## config.mk

```make
export PLATFORM = sky130hd
export DESIGN_NAME = attenuator_code_select_core
export DESIGN_NICKNAME = d
export VERILOG_FILES = /design/src/design/acs_pkg.sv /design/src/design/acs_ctrl.sv /design/src/design/acs_dp.sv /design/src/design/attenuator_code_select_core.sv
export SDC_FILE = /design/constraint.sdc
export NUM_CORES = 1
export LEC_CHECK = 0
export ABC_AREA = 1
export BUFFER_PORTS_ARGS = -buffer_cell sky130_fd_sc_hd__buf_2
export CORE_MARGIN = 1.5
export CORE_UTILIZATION = 50
export DETAILED_ROUTE_END_ITERATION = 10
export PLACE_DENSITY = 0.77
export SYNTH_ARGS = -nofsm -noshare
export SYNTH_HDL_FRONTEND = slang
export SYNTH_SLANG_ARGS = --single-unit
```

## constraint.sdc

```tcl
create_clock -name clock -period 6.9 [get_ports clock]
set_clock_uncertainty 0.05 [all_clocks]
set_input_delay 0.69 -clock clock [delete_from_list [all_inputs] [get_ports clock]]
set_output_delay 0.69 -clock clock [all_outputs]
set_load 0.05 [all_outputs]
```

## src/design/acs_pkg.sv

```systemverilog
// Package for the attenuator code select block: mode and register codes,
// field widths, the standard code table and controller/datapath bundles.
`timescale 1ns / 1ps

package acs_pkg;

   localparam int STAGE_CNT       = 6;
   localparam int NUM_STAGES_DEF  = 6;
   localparam int MAX_ATTEN_DEF   = 500;

   localparam int REQ_W   = 12;
   localparam int STAGE_W = 9;
   localparam int CODE_W  = 6;
   localparam int MAXA_W  = 12;
   localparam int SUM_W   = 12;
   localparam int SQR_W   = 2 * STAGE_W;
   localparam int SQ_W    = SQR_W + 3;
   localparam int IDX_W   = 3;

   localparam logic [1:0] MODE_STD    = 2'd0;
   localparam logic [1:0] MODE_FA     = 2'd1;
   localparam logic [1:0] MODE_CUSTOM = 2'd2;

   localparam logic [IDX_W-1:0] REG_MODE       = 3'd0;
   localparam logic [IDX_W-1:0] REG_STAGE_FIRST = 3'd1;
   localparam logic [IDX_W-1:0] REG_STAGE_LAST  = 3'd6;

   localparam logic [MAXA_W-1:0] STD_MAX_DB  = 12'd50;
   localparam logic [MAXA_W-1:0] STD_STEP_DB = 12'd10;
   localparam logic [MAXA_W-1:0] FA_MAX_DB   = 12'd66;

   localparam logic [CODE_W-1:0] STD_CODES [6] = '{6'h00, 6'h01, 6'h02, 6'h03, 6'h06, 6'h07};

   typedef struct packed {
      logic load;
      logic sq_step;
      logic search_step;
      logic out_load;
   } acs_cmd_type;

   typedef struct packed {
      logic custom;
      logic sq_last;
      logic mask_last;
   } acs_sts_type;

endpackage

```

## src/design/acs_ctrl.sv

```systemverilog
// Controller state machine for the attenuator code select block.
// Depends on acs_pkg; drives the datapath through acs_cmd_type.
`timescale 1ns / 1ps

module acs_ctrl (
   input  logic                 clock,
   input  logic                 reset,
   input  logic                 req_tvalid,
   output logic                 req_tready,
   output logic                 rsp_tvalid,
   input  logic                 rsp_tready,
   input  acs_pkg::acs_sts_type sts,
   output acs_pkg::acs_cmd_type cmd
);
   import acs_pkg::*;

   typedef enum logic [4:0] {
      ST_IDLE   = 5'b00001,
      ST_SQUARE = 5'b00010,
      ST_SEARCH = 5'b00100,
      ST_DRAIN  = 5'b01000,
      ST_FINISH = 5'b10000
   } state_type;

   state_type state_ff, state_in;
   logic      valid_ff, valid_in;

   assign req_tready = (state_ff == ST_IDLE) && !reset;
   assign rsp_tvalid = valid_ff;

   always_comb begin
      state_in        = state_ff;
      cmd             = '0;
      case (state_ff)
         ST_IDLE: begin
            if (req_tvalid) begin
               cmd.load = 1'b1;
               state_in = sts.custom ? ST_SQUARE : ST_FINISH;
            end
         end
         ST_SQUARE: begin
            cmd.sq_step = 1'b1;
            if (sts.sq_last) begin
               state_in = ST_SEARCH;
            end
         end
         ST_SEARCH: begin
            cmd.search_step = 1'b1;
            if (sts.mask_last) begin
               state_in = ST_DRAIN;
            end
         end
         ST_DRAIN: begin
            state_in = ST_FINISH;
         end
         ST_FINISH: begin
            if (!valid_ff || rsp_tready) begin
               cmd.out_load = 1'b1;
               state_in     = ST_IDLE;
            end
         end
         default: begin
            state_in = ST_IDLE;
         end
      endcase
   end

   always_comb begin
      valid_in = valid_ff;
      if (rsp_tready) begin
         valid_in = 1'b0;
      end
      if (cmd.out_load) begin
         valid_in = 1'b1;
      end
   end

   always_ff @(posedge clock) begin
      if (reset) begin
         state_ff <= ST_IDLE;
         valid_ff <= 1'b0;
      end else begin
         state_ff <= state_in;
         valid_ff <= valid_in;
      end
   end

endmodule

```

## src/design/acs_dp.sv

```systemverilog
// Datapath for the attenuator code select block: configuration registers,
// square pass, two-stage mask search and the result register. Uses acs_pkg.
`timescale 1ns / 1ps

module acs_dp #(
   parameter int NUM_STAGES      = acs_pkg::NUM_STAGES_DEF,
   parameter int MAX_STAGE_ATTEN = acs_pkg::MAX_ATTEN_DEF
) (
   input  logic                        clock,
   input  logic                        reset,
   input  logic                        csr_we,
   input  logic [acs_pkg::IDX_W-1:0]   csr_index,
   input  logic [acs_pkg::STAGE_W-1:0] csr_wdata,
   input  logic [acs_pkg::REQ_W-1:0]   req_atten,
   input  acs_pkg::acs_cmd_type        cmd,
   output acs_pkg::acs_sts_type        sts,
   output logic [acs_pkg::CODE_W-1:0]  rsp_code,
   output logic                        rsp_ok,
   output logic [acs_pkg::MAXA_W-1:0]  rsp_max
);
   import acs_pkg::*;

   logic [1:0]         mode_ff;
   logic [STAGE_W-1:0] stage_ff [STAGE_CNT];
   logic [SQR_W-1:0]   sq_ff    [STAGE_CNT];

   logic [REQ_W-1:0]      req_ff;
   logic [IDX_W-1:0]      idx_ff, idx_in;
   logic                  reject_ff, reject_in;
   logic [NUM_STAGES-1:0] mask_ff, mask_in;

   logic [SUM_W-1:0]      p_sum_ff, p_sum_in;
   logic [SQ_W-1:0]       p_sq_ff, p_sq_in;
   logic                  p_valid_ff, p_valid_in;
   logic [NUM_STAGES-1:0] p_mask_ff;

   logic                  found_ff, found_in;
   logic [SQ_W-1:0]       best_sq_ff, best_sq_in;
   logic [NUM_STAGES-1:0] best_mask_ff, best_mask_in;
   logic [MAXA_W-1:0]     maxv_ff, maxv_in;

   logic [STAGE_W-1:0] stage_rd;
   logic [SQR_W-1:0]   sq_prod;

   logic [CODE_W-1:0] code_res;
   logic              ok_res;
   logic [MAXA_W-1:0] max_res;

   logic [CODE_W-1:0] rsp_code_ff;
   logic              rsp_ok_ff;
   logic [MAXA_W-1:0] rsp_max_ff;

   function automatic logic [CODE_W-1:0] fa_code(input logic [6:0] db_i);
      logic [6:0]        db;
      logic [CODE_W-1:0] code;
      db   = db_i;
      code = '0;
      if (db == 7'd32 || db >= 7'd36) begin
         code[5] = 1'b1;
         db      = db - 7'd32;
      end
      if (db == 7'd16 || db >= 7'd20) begin
         code[4] = 1'b1;
         db      = db - 7'd16;
      end
      if (db != 7'd0) begin
         db      = db - 7'd4;
         code[3] = 1'b1;
         if (db >= 7'd8) begin
            code[2] = 1'b1;
            db      = db - 7'd8;
         end
         if (db >= 7'd4) begin
            code[1] = 1'b1;
            db      = db - 7'd4;
         end
         if (db >= 7'd2) begin
            code[0] = 1'b1;
         end
      end
      return code;
   endfunction

   // config write port
   always_ff @(posedge clock) begin
      if (reset) begin
         mode_ff <= MODE_STD;
         for (int i = 0; i < STAGE_CNT; i++) begin
            stage_ff[i] <= '0;
         end
      end else if (csr_we) begin
         if (csr_index == REG_MODE) begin
            mode_ff <= csr_wdata[1:0];
         end else if (csr_index inside {[REG_STAGE_FIRST:REG_STAGE_LAST]}) begin
            stage_ff[csr_index - REG_STAGE_FIRST] <= csr_wdata;
         end
      end
   end

   // square pass: one stage per cycle
   assign stage_rd = stage_ff[idx_ff];
   assign sq_prod  = SQR_W'(stage_rd) * SQR_W'(stage_rd);

   always_comb begin
      idx_in    = idx_ff;
      reject_in = reject_ff;
      mask_in   = mask_ff;
      if (cmd.load) begin
         idx_in    = '0;
         reject_in = 1'b0;
         mask_in   = NUM_STAGES'(1);
      end
      if (cmd.sq_step) begin
         idx_in = idx_ff + IDX_W'(1);
         if (32'(stage_rd) > 32'(MAX_STAGE_ATTEN)) begin
            reject_in = 1'b1;
         end
      end
      if (cmd.search_step) begin
         mask_in = mask_ff + NUM_STAGES'(1);
      end
   end

   assign sts.custom    = (mode_ff == MODE_CUSTOM);
   assign sts.sq_last   = (idx_ff == IDX_W'(NUM_STAGES - 1));
   assign sts.mask_last = &mask_ff;

   // search stage 1: sums for the current mask
   always_comb begin
      p_sum_in   = '0;
      p_sq_in    = '0;
      p_valid_in = cmd.search_step;
      for (int s = 0; s < NUM_STAGES; s++) begin
         if (mask_ff[s]) begin
            if (stage_ff[s] == '0) begin
               p_valid_in = 1'b0;
            end
            p_sum_in = p_sum_in + SUM_W'(stage_ff[s]);
            p_sq_in  = p_sq_in + SQ_W'(sq_ff[s]);
         end
      end
   end

   // search stage 2: track maximum and best match
   always_comb begin
      found_in     = found_ff;
      best_sq_in   = best_sq_ff;
      best_mask_in = best_mask_ff;
      maxv_in      = maxv_ff;
      if (cmd.load) begin
         found_in = 1'b0;
         maxv_in  = '0;
      end else if (p_valid_ff) begin
         if (p_sum_ff > maxv_ff) begin
            maxv_in = p_sum_ff;
         end
         if (p_sum_ff == req_ff && (!found_ff || p_sq_ff <= best_sq_ff)) begin
            found_in     = 1'b1;
            best_sq_in   = p_sq_ff;
            best_mask_in = p_mask_ff;
         end
      end
   end

   // result for the current mode
   always_comb begin
      code_res = '0;
      ok_res   = 1'b0;
      max_res  = '0;
      case (mode_ff)
         MODE_FA: begin
            max_res = FA_MAX_DB;
            if (req_ff == '0) begin
               ok_res = 1'b1;
            end else if (req_ff >= 12'd4 && req_ff <= FA_MAX_DB && !req_ff[0]) begin
               ok_res   = 1'b1;
               code_res = fa_code(req_ff[6:0]);
            end
         end
         MODE_CUSTOM: begin
            ok_res = (req_ff == '0);
            if (!reject_ff) begin
               max_res = maxv_ff;
               if (found_ff) begin
                  ok_res   = 1'b1;
                  code_res = CODE_W'(best_mask_ff);
               end
            end
         end
         default: begin
            max_res = STD_MAX_DB;
            for (int i = 0; i < 6; i++) begin
               if (req_ff == MAXA_W'(i) * STD_STEP_DB) begin
                  ok_res   = 1'b1;
                  code_res = STD_CODES[i];
               end
            end
         end
      endcase
   end

   always_ff @(posedge clock) begin
      if (reset) begin
         p_valid_ff <= 1'b0;
         found_ff   <= 1'b0;
      end else begin
         p_valid_ff <= p_valid_in;
         found_ff   <= found_in;
      end
   end

   always_ff @(posedge clock) begin
      if (cmd.load) begin
         req_ff <= req_atten;
      end
      if (cmd.sq_step) begin
         sq_ff[idx_ff] <= sq_prod;
      end
      if (cmd.out_load) begin
         rsp_code_ff <= code_res;
         rsp_ok_ff   <= ok_res;
         rsp_max_ff  <= max_res;
      end
      idx_ff       <= idx_in;
      reject_ff    <= reject_in;
      mask_ff      <= mask_in;
      p_sum_ff     <= p_sum_in;
      p_sq_ff      <= p_sq_in;
      p_mask_ff    <= mask_ff;
      best_sq_ff   <= best_sq_in;
      best_mask_ff <= best_mask_in;
      maxv_ff      <= maxv_in;
   end

   assign rsp_code = rsp_code_ff;
   assign rsp_ok   = rsp_ok_ff;
   assign rsp_max  = rsp_max_ff;

endmodule

```

## src/design/attenuator_code_select_core.sv

```systemverilog
// Top level of the attenuator code select block: stream ports, controller
// and datapath. Uses acs_pkg, acs_ctrl and acs_dp.
// Standard and Fa modes go from accept straight to the finish state, where
// the result is registered. Custom mode first runs the square pass, then
// one stage mask per cycle through the search pipe and a drain state.
// One item at a time; a new beat is taken while the last result waits.
// Reset clears mode and stage registers to 0 and empties the result register.
`timescale 1ns / 1ps

module attenuator_code_select_core #(
   parameter int NUM_STAGES      = acs_pkg::NUM_STAGES_DEF,
   parameter int MAX_STAGE_ATTEN = acs_pkg::MAX_ATTEN_DEF
) (
   input  logic                        clock,
   input  logic                        reset,
   input  logic                        csr_we,
   input  logic [acs_pkg::IDX_W-1:0]   csr_index,
   input  logic [acs_pkg::STAGE_W-1:0] csr_wdata,
   input  logic                        req_tvalid,
   output logic                        req_tready,
   input  logic [15:0]                 req_tdata,  // requested_atten[11:0]
   output logic                        rsp_tvalid,
   input  logic                        rsp_tready,
   output logic [23:0]                 rsp_tdata,  // control_code[5:0], max_atten[17:6]
   output logic                        rsp_tuser   // supported
);
   import acs_pkg::*;

   acs_cmd_type       cmd;
   acs_sts_type       sts;
   logic [CODE_W-1:0] code;
   logic [MAXA_W-1:0] max_atten;

   acs_ctrl u_ctrl (
      .clock      (clock),
      .reset      (reset),
      .req_tvalid (req_tvalid),
      .req_tready (req_tready),
      .rsp_tvalid (rsp_tvalid),
      .rsp_tready (rsp_tready),
      .sts        (sts),
      .cmd        (cmd)
   );

   acs_dp #(
      .NUM_STAGES      (NUM_STAGES),
      .MAX_STAGE_ATTEN (MAX_STAGE_ATTEN)
   ) u_dp (
      .clock     (clock),
      .reset     (reset),
      .csr_we    (csr_we),
      .csr_index (csr_index),
      .csr_wdata (csr_wdata),
      .req_atten (req_tdata[REQ_W-1:0]),
      .cmd       (cmd),
      .sts       (sts),
      .rsp_code  (code),
      .rsp_ok    (rsp_tuser),
      .rsp_max   (max_atten)
   );

   assign rsp_tdata = {6'd0, max_atten, code};

endmodule
```

-- Word level (Yosys, flattened, before mapping)
Memories as Yosys holds them, arrays and structs flattened. A register that Yosys moved wholly into a read port is not among the register bits.
Index checks and enable logic that the tools add are counted.
- add/subtract/negate cells: 18
- $mul: 1
- magnitude comparators: 12
- equal/unequal tests: 20
- muxes and demuxes: 105
- bitwise operators: 1
- reductions and logical operators: 33
- operators by type and width (operator ; number):
    $mux W7 ; 18
    $mux W21 ; 5
    $add A21 B18 Y21 ; 4
    $mux W12 ; 6
    $logic_not A9 Y1 ; 6
    $mux W1 ; 49
    $add A12 B9 Y12 ; 4
    $mux W6 ; 6
    $mux W5 ; 5
    $pmux W5 S5 ; 1
    $eq A12 B5 Y1 const B ; 2
    $eq A12 B6 Y1 const B ; 2
    $pmux W12 S2 ; 1
    $le A21 B21 Y1 ; 1
    $add A18 B18 Y19 ; 1
    $mul A9 B9 Y18 ; 1
    $mux W18 ; 1
    $mux W3 ; 6
    $mux W9 ; 2
    $sub A7 B3 Y7 const B ; 2
    $eq A12 B12 Y1 ; 1
    $eq A12 B4 Y1 const B ; 1
    $ge A12 B3 Y1 const B ; 1
    $gt A12 B12 Y1 ; 1
    other kinds (46) ; 63
- flip-flop bits (word level): 129
- bits in writable memories: 162
- input port bits: 33
- memories: 2
- memory list (name ; words ; width ; rd ports ; clocked after memory_dff ; wr ports ; line ; source):
    u_dp.sq_ff ; 6 ; 18 ; 6 ; 0 ; 1 ; acs_dp.sv:25 ; logic [SQR_W-1:0] sq_ff [STAGE_CNT];
    u_dp.stage_ff ; 6 ; 9 ; 7 ; 1 ; 6 ; acs_dp.sv:24 ; logic [STAGE_W-1:0] stage_ff [STAGE_CNT];

-- Depth between registers and ports, before layout
Gate-level depths: netlist of run 1.
- word-level depth: 31
- gate-level depth with buffers: 56
- depth with buffers taken out: 52

-- Modules after synthesis
Synthesis of run 1 repeated with hierarchy kept, for this count alone.
- cells, all modules: 2747
- area, all modules: 22502.8 sq um
- modules (own cells, without submodules) (module ; times used ; cells an instance ; area each (sq um) ; seq. area each (sq um)):
    acs_dp ; 1 ; 2677 ; 22053.7 ; 8418.1
    acs_ctrl ; 1 ; 63 ; 400.4 ; 120.1
    attenuator_code_select_core ; 1 ; 7 ; 48.8 ; 0.0

-- Worst setup path before layout of run 1
No wires, ideal clock.
- path type: register to register
- start point: register u_dp.mask_ff[0]
- end point: register u_dp.p_sq_ff[20]
- library setup time: 0.109 ns
- arrival time: 6.717 ns
- setup slack: 0.024 ns
- stages on the path, launching flop included: 50
- clock period less this slack: 6.876 ns
- path through: edfxtp_1 -> buf_6 -> buf_6 -> buf_2 -> buf_2 -> nand2_1 -> inv_1 -> ha_1 -> nand2_1 -> o21ai_0 -> ha_1 -> ha_1 -> inv_1 -> o31ai_1 -> xnor2_1 -> o21ai_1 -> ha_1 -> nand2_1 -> [... 14 more ...] -> a31oi_1 -> o21ai_0 -> xnor2_1 -> nand2_1 -> and2_1 -> ha_1 -> nand2_1 -> o21ai_0 -> a21oi_1 -> o21ai_0 -> nand3_1 -> nand2_1 -> nand2_1 -> nand3b_1 -> nor2_1 -> nand2_1 -> nand2_1 -> inv_1
- cells in the longest elaborated chain, start to end: 11
- ends and longest elaborated chain (what ; line ; source):
    start: declaration ; acs_dp.sv:30 ; logic [NUM_STAGES-1:0] mask_ff, mask_in;
    start signal: assignment ; acs_dp.sv:226 ; mask_ff <= mask_in;
    $mux W18 (*) ; acs_dp.sv:134 ; if (mask_ff[s]) begin
    $add A18 B18 Y19 ; acs_dp.sv:139 ; p_sq_in = p_sq_in + SQ_W'(sq_ff[s]);
    $mux W21 (*) ; acs_dp.sv:134 ;
    $add A21 B18 Y21 ; acs_dp.sv:139 ;
    $mux W21 (*) ; acs_dp.sv:134 ;
    $add A21 B18 Y21 ; acs_dp.sv:139 ;
    $mux W21 (*) ; acs_dp.sv:134 ;
    $add A21 B18 Y21 ; acs_dp.sv:139 ;
    $mux W21 (*) ; acs_dp.sv:134 ;
    $add A21 B18 Y21 ; acs_dp.sv:139 ;
    $mux W21 (*) ; acs_dp.sv:134 ;
    named net u_dp.p_sq_in[20] ; acs_dp.sv:33 ; logic [SQ_W-1:0] p_sq_ff, p_sq_in;
    end signal: assignment ; acs_dp.sv:228 ; p_sq_ff <= p_sq_in;
    end: declaration ; acs_dp.sv:33 ;
The timed path passes the listed nets; every way through them passes the cells marked *.
A chain may end at the register's enable or synchronous reset.

-- Final worst setup path of run 1
Same ends and word-level chain as after synthesis.

==> results.yml, run 1 <==
run_status:
  outcome: "finished with violations"
  violations: "negative setup slack"
worst_hold_path:
  hp-class: "input pin to flip-flop"
  hold_end: "u_dp.req_ff[5]$_DFFE_PP_"
  worst_hold_path.num_cells: 1
  min_from: "req_tdata[5]"
placement:
  routabilityCongestion: 0.9760
  place_inst: 3530
  place_ws_ns: -0.3705
  numPortBuffers: 49
  placed_area_um2: 25100
  dp_hpwl_um: 46130
cts:
  clock_latency_ns: 0.54
  cts_sinks: 306
  cts.htree.levels: 2
  path_clk_slew_ns: 0.06
  hold_buffers: 0
  clock_path_buffers: 3
  cts_buffers: 35
  cts_tree: "built"
  root_buffer: "clkbuf_16"
finish:
  fin_util: 0.6310
  register_area_um2: 8538
  n_antenna_cell: 0
  multiInputGateArea_um2: 13620
  syn_to_final_growth_pct: 24.78
  num-fill-cells: 3483
  design_area_um2: 27840
  fin_nets: 3313
  drive_above_1_share: 0.2355
  fin_cells: 3637
floorplan:
  die_area_um2: 45900
  ios: 60
  die_h_um: 214.3
  start_util: 0.5057
  coreArea_um2: 44120
  rows: 77
  chipWidth_um: 214.3
sta:
  relSlewSlack: 0.2033
  rsz0062_at_grt: "true"
  worst_slew_pin_slew_ns: 1.195
  final_max_slew_viol_count: 0
  timing.final.crit_share: 1.024
  fmax_mhz: 141.6
  hold_viol_final: 0
  setup_viol: 3
  fin_crit_ns: 7.064
  fin_ws_ns: -0.1637
synthesis:
  synth_edf_count: 241
  synth-main-ff-cell: "edfxtp_1"
  synth_common_cells: "550 x nand2_1, 325 x inv_1, 241 x edfxtp_1, 241 x nor2_1, 222 x ha_1"
  ys_types: 67
  ys_seq_elements: 306
  synth-seq-area-share: 0.3826
  netlist_area_um2: 22310
  synth_area_leaders: "edfxtp_1 32%, ha_1 12%, nand2_1 9.3%"
  synth_top_area_share: 0.3243
  synthCells: 2678
  async_reset_ff_frac: 0
  yosysWarningCount: 0
  synth.most_common_cell: "nand2_1"
  syn_avg_cell_area_um2: 8.332
  yosysTopAreaCell: "edfxtp_1"
worst_setup_path:
  start_kind: "flip-flop"
  cp_max_fo: 6
  cp-end-kind: "flip-flop"
  timing.rr.start: "u_dp.mask_ff[0]$_SDFFCE_PN1P_"
  r2r_setup_slack_ns: -0.16
  slowest_stage: "edfxtp_1"
  slowest_delay_ns: 0.42
  path_class: "flip-flop to flip-flop"
  worstPathRequired_ns: 7.29
  path_common_cell: "nand2_1"
  worstReg2RegEnd: "u_dp.p_sq_ff[20]$_DFF_P_"
  critical_path_arrival_ns: 7.45
  reg2regPathDepth: 43
global_route:
  grt_util_all_layers: 0.2526
  grt_pass1_wl_um: 95280
  overflow: 0
  grt_pass1_vias: 19480
  antenna_found_initial: 0
  grt_max_degree: 49
detailed_routing:
  vias: 20360
  drt-total-wl_um: 63550
  drc_errors: 0
  ant_nets: 0
  drt-vias-per-instance: 5.598
  first_pass_iters: 9
  wl_per_cell_um: 17.47
  drtIter0Drc: 1773
run:
  cap_violations: 0
-- worst max-delay path by stage --
stage / from / endpoint / slack (ns)
after detailed placement: u_dp.mask_ff[0]$_SDFFCE_PN1P_ / u_dp.p_sq_ff[20]$_DFF_P_ / -0.37
after floorplan: u_dp.mask_ff[0]$_SDFFCE_PN1P_ / u_dp.p_sq_ff[20]$_DFF_P_ / 0.02
after global placement: u_dp.mask_ff[0]$_SDFFCE_PN1P_ / u_dp.p_sq_ff[20]$_DFF_P_ / -0.25
after global routing: u_dp.mask_ff[0]$_SDFFCE_PN1P_ / u_dp.p_sq_ff[20]$_DFF_P_ / -0.53
final: u_dp.mask_ff[0]$_SDFFCE_PN1P_ / u_dp.p_sq_ff[20]$_DFF_P_ / -0.16
after CTS: u_dp.mask_ff[0]$_SDFFCE_PN1P_ / u_dp.p_sq_ff[20]$_DFF_P_ / -0.01
-- timing repair --
| item | 4_1_cts | 5_1_grt |
|---|---|---|
| setup endpoints to repair | 11 | 36 |
| buffers inserted | 1 | 44 |
| resized for setup | 40 | 281 |
| pin swaps | 6 | 128 |
| gates cloned | 0 | 0 |
-- metrics by stage --
step	TNS (ns)	hold WS, ns
after floorplan	0	0.2962
after global placement	-0.4227	0.3370
after detailed placement	-1.544	0.3387
after CTS	-0.01002	0.2691
after global routing	-3.038	0.2712
final	-0.2731	0.2868
-- sequential cells by signal, summed over array words and instances (netlist names), 3 cells and up, named ones only --
signal	cells
u_ctrl.state_ff	5
u_dp.best_mask_ff	6
u_dp.best_sq_ff	21
u_dp.idx_ff	3
u_dp.mask_ff	6
u_dp.maxv_ff	12
u_dp.p_mask_ff	6
u_dp.p_sq_ff	21
u_dp.p_sum_ff	12
u_dp.req_ff	12
u_dp.rsp_code	6
u_dp.rsp_max	12
u_dp.sq_ff	102
u_dp.stage_ff	72
-- cell type report --
type | instances | share of cell area
Multi-Input combinational cell | 1977 | 0.4892
Sequential cell | 306 | 0.3066
Timing Repair Buffer | 358 | 0.09396
Inverter | 341 | 0.04615
Clock buffer | 39 | 0.03199
Tap cell | 592 | 0.02660
Clock inverter | 24 | 0.005482
-- worst max-delay path, delay by kind of cell, from the launching register on --
kind            cells  cell delay (ns)
fa+ha+maj           4             1.20
simple gates       20             2.18
buf+inv             2             0.19
flops               1             0.42
compound gates     14             2.36
xor+xnor            3             0.55
-- cells in the final DEF, fill, tap and decap left out, types with 35 or more instances in the layout --
master     Yosys  layout
o21ai_2       11      38
a21oi_2        0      45
edfxtp_1     241     241
clkbuf_16      0      35
inv_1        325     314
o21ai_0      175     121
ha_1         222     183
xnor2_1       53      50
a21oi_1      204     151
dfxtp_1       65      65
buf_2          9      49
buf_4          6     300
nand3_1      120     115
nand2_2       18      46
xor2_1        68      64
nand2_1      550     516
nor2_1       241     228
fa_1          39      38
ha_4           0      37
o21ai_1       24      48
-- kinds of logic after synthesis --
family                     share of synthesized area
AOI/OAI and AO/OA                             0.1328
and+or+nand+nor                               0.2070
muxes                                      0.0004486
xor gates and xnor gates                     0.04749
adders and majority gates                     0.1595
DFF                                           0.3826
other                                      0.0001681
buffers and inverters                        0.06998
-- metal layers --
| layer | part of all wire | track usage |
|---|---|---|
| met2 | 0.48 | 0.4359 |
| met5 | 0 | 0 |
| met4 | 0.040 | 0.09671 |
| met3 | 0.062 | 0.03191 |
| met1 | 0.41 | 0.3230 |
Power of run 1 is left out: the tool's default activity adds up to more than one toggle a clock period on the data nets, which glitch-free logic cannot reach.
==> run 2, diff against run 1 <==
BUFFER_PORTS_ARGS = -buffer_cell sky130_fd_sc_hd__clkbuf_2   (was -buffer_cell sky130_fd_sc_hd__buf_2)
SETUP_SLACK_MARGIN = 0.1   (was default)
==> results.yml, run 2 (synthesis results as in run 1) <==
floorplan:
  coreArea_um2: 44120
  die_area_um2: 45900
  die_h_um: 214.3
  rows: 77
  ios: 60
  chipWidth_um: 214.3
  start_util: 0.5057
global_route:
  grt_pass1_vias: 20010
  overflow: 0
  antenna_found_initial: 1
  grt_pass1_wl_um: 99580
  grt_util_all_layers: 0.2662
  grt_max_degree: 49
worst_hold_path:
  min_from: "req_tdata[3]"
  hold_end: "u_dp.req_ff[3]$_DFFE_PP_"
  hp-class: "input pin to flip-flop"
  worst_hold_path.num_cells: 1
finish:
  syn_to_final_growth_pct: 29.97
  fin_nets: 3359
  design_area_um2: 29000
  multiInputGateArea_um2: 14300
  register_area_um2: 8538
  num-fill-cells: 3309
  drive_above_1_share: 0.2833
  largest_reg_flops: 102
  final_cell_mix: "489 x nand2_1, 338 x buf_4, 301 x inv_1, 241 x edfxtp_1, 215 x nor2_1"
  n_antenna_cell: 0
  top_register: "u_dp.sq_ff"
  largest_registers: "u_dp.sq_ff (102), u_dp.stage_ff (72)"
  layout_commonest_cell: "nand2_1"
cts:
  clock_latency_ns: 0.54
  cts_sinks: 306
  hold_buffers: 0
  root_buffer: "clkbuf_16"
  path_clk_slew_ns: 0.06
  cts_buffers: 34
  cts.htree.levels: 2
  cts_tree: "built"
  clock_path_buffers: 3
sta:
  fmax_mhz: 141.8
  final_max_slew_viol_count: 0
  setup_viol: 6
  fin_ws_ns: -0.1536
  rsz0062_at_grt: "true"
  worst_slew_pin_slew_ns: 1.215
  fin_crit_ns: 7.054
  timing.final.crit_share: 1.022
  relSlewSlack: 0.1824
  hold-worst-slack_ns: 0.2930
  hold_viol_final: 0
worst_setup_path:
  critical_path_arrival_ns: 7.44
  crit_family: "simple AND/OR/NAND/NOR gates"
  worstPathRequired_ns: 7.28
  reg2regPathDepth: 48
  timing.rr.start: "u_dp.mask_ff[0]$_SDFFCE_PN1P_"
  path_class: "flip-flop to flip-flop"
  cp_num_buf_inv: 9
  worstReg2RegEnd: "u_dp.p_sq_ff[20]$_DFF_P_"
  cp-end-kind: "flip-flop"
  slowest_delay_ns: 0.49
  start_kind: "flip-flop"
  slowest_stage: "edfxtp_1"
  r2r_setup_slack_ns: -0.15
  cp_max_fo: 4
placement:
  routabilityCongestion: 0.9380
  placed_area_um2: 25090
  place_ws_ns: -0.4223
  numPortBuffers: 49
  dp_hpwl_um: 46810
detailed_routing:
  wl_met3_um: 4439
  vias: 20820
  met2_length_um: 32800
  drt-total-wl_um: 67250
  first_pass_iters: 6
  drt-met1-wl_um: 26660
  drt-vias-per-instance: 5.655
  drc_errors: 0
  ant_nets: 0
  drtIter0Drc: 1794
  dr.max_layer_used: "met4"
  wl_per_cell_um: 18.27
run_status:
  violations: "negative setup slack"
  outcome: "finished with violations"
run:
  cap_violations: 0
## run 2: cell types whose count changed in the layout (fill, tap and decap cells not counted), moves of 15 or more
cell      previous run  this run
a21oi_1            151       135
o21ai_1             48        32
buf_2               49         0
nand2_1            516       489
clkbuf_2             0        49
nand2_2             46        63
ha_1               183       168
buf_4              300       338
## run 2: worst max path at each step
stage / cells after the start / slack, ns / to / startpoint
finish: 48 / -0.15 / u_dp.p_sq_ff[20]$_DFF_P_ / u_dp.mask_ff[0]$_SDFFCE_PN1P_
global route: 52 / -0.55 / u_dp.p_sq_ff[20]$_DFF_P_ / u_dp.mask_ff[0]$_SDFFCE_PN1P_
CTS: 52 / 0.06 / u_dp.p_sq_ff[20]$_DFF_P_ / u_dp.mask_ff[0]$_SDFFCE_PN1P_
detailed placement: 46 / -0.42 / u_dp.p_sq_ff[20]$_DFF_P_ / u_dp.mask_ff[0]$_SDFFCE_PN1P_
global placement: 48 / -0.21 / u_dp.p_sq_ff[19]$_DFF_P_ / u_dp.mask_ff[0]$_SDFFCE_PN1P_
floorplan: 46 / 0.13 / u_dp.p_sq_ff[20]$_DFF_P_ / u_dp.mask_ff[0]$_SDFFCE_PN1P_
## run 2: metrics by stage
| stage | util | TNS, ns | std cells |
|---|---|---|---|
| after detailed placement | 0.5686 | -3.390 | 3531 |
| after global placement | 0.5686 | -0.7692 | 3531 |
| final | 0.6573 | -0.5650 | 3681 |
| after floorplan | - | 0 | 2684 |
| after global routing | 0.6573 | -3.091 | 3681 |
| after CTS | 0.6139 | 0 | 3627 |
## run 2: final cells by class
| cell class | instances | area share |
|---|---|---|
| multi-input cells | 1977 | 0.4932 |
| repair buffers | 405 | 0.1037 |
| clock inverters | 18 | 0.006213 |
| flip-flops and latches | 306 | 0.2944 |
| well taps | 592 | 0.02554 |
| clock buffers | 42 | 0.03253 |
| inverters | 341 | 0.04444 |
## run 2: worst reg2reg max path, delay by kind of cell (launching register included)
family                   cells  cell delay (ns)
adder cells (fa/ha/maj)      5             1.50
multiplexers                 1             0.12
AO/OA/AOI/OAI                7             1.05
buffers and inverters        9             0.86
AND/OR/NAND/NOR             23             2.38
flip-flops                   1             0.49
XOR/XNOR                     3             0.52
## run 2: timing repair
action | 4_1_cts | 5_1_grt
resized for setup | 150 | 337
setup endpoints to repair | 20 | 41
gates cloned | 1 | 0
pin swaps | 58 | 208
buffers inserted | 35 | 56
## run 2: routing by layer
metal  track usage  vias to the layer above
met5             0                        -
li1              -                     9842
met2        0.4649                      922
met4        0.1052                        0
met1        0.3375                     9806
met3       0.02894                      247
Power of run 2 is left out for the same reason.
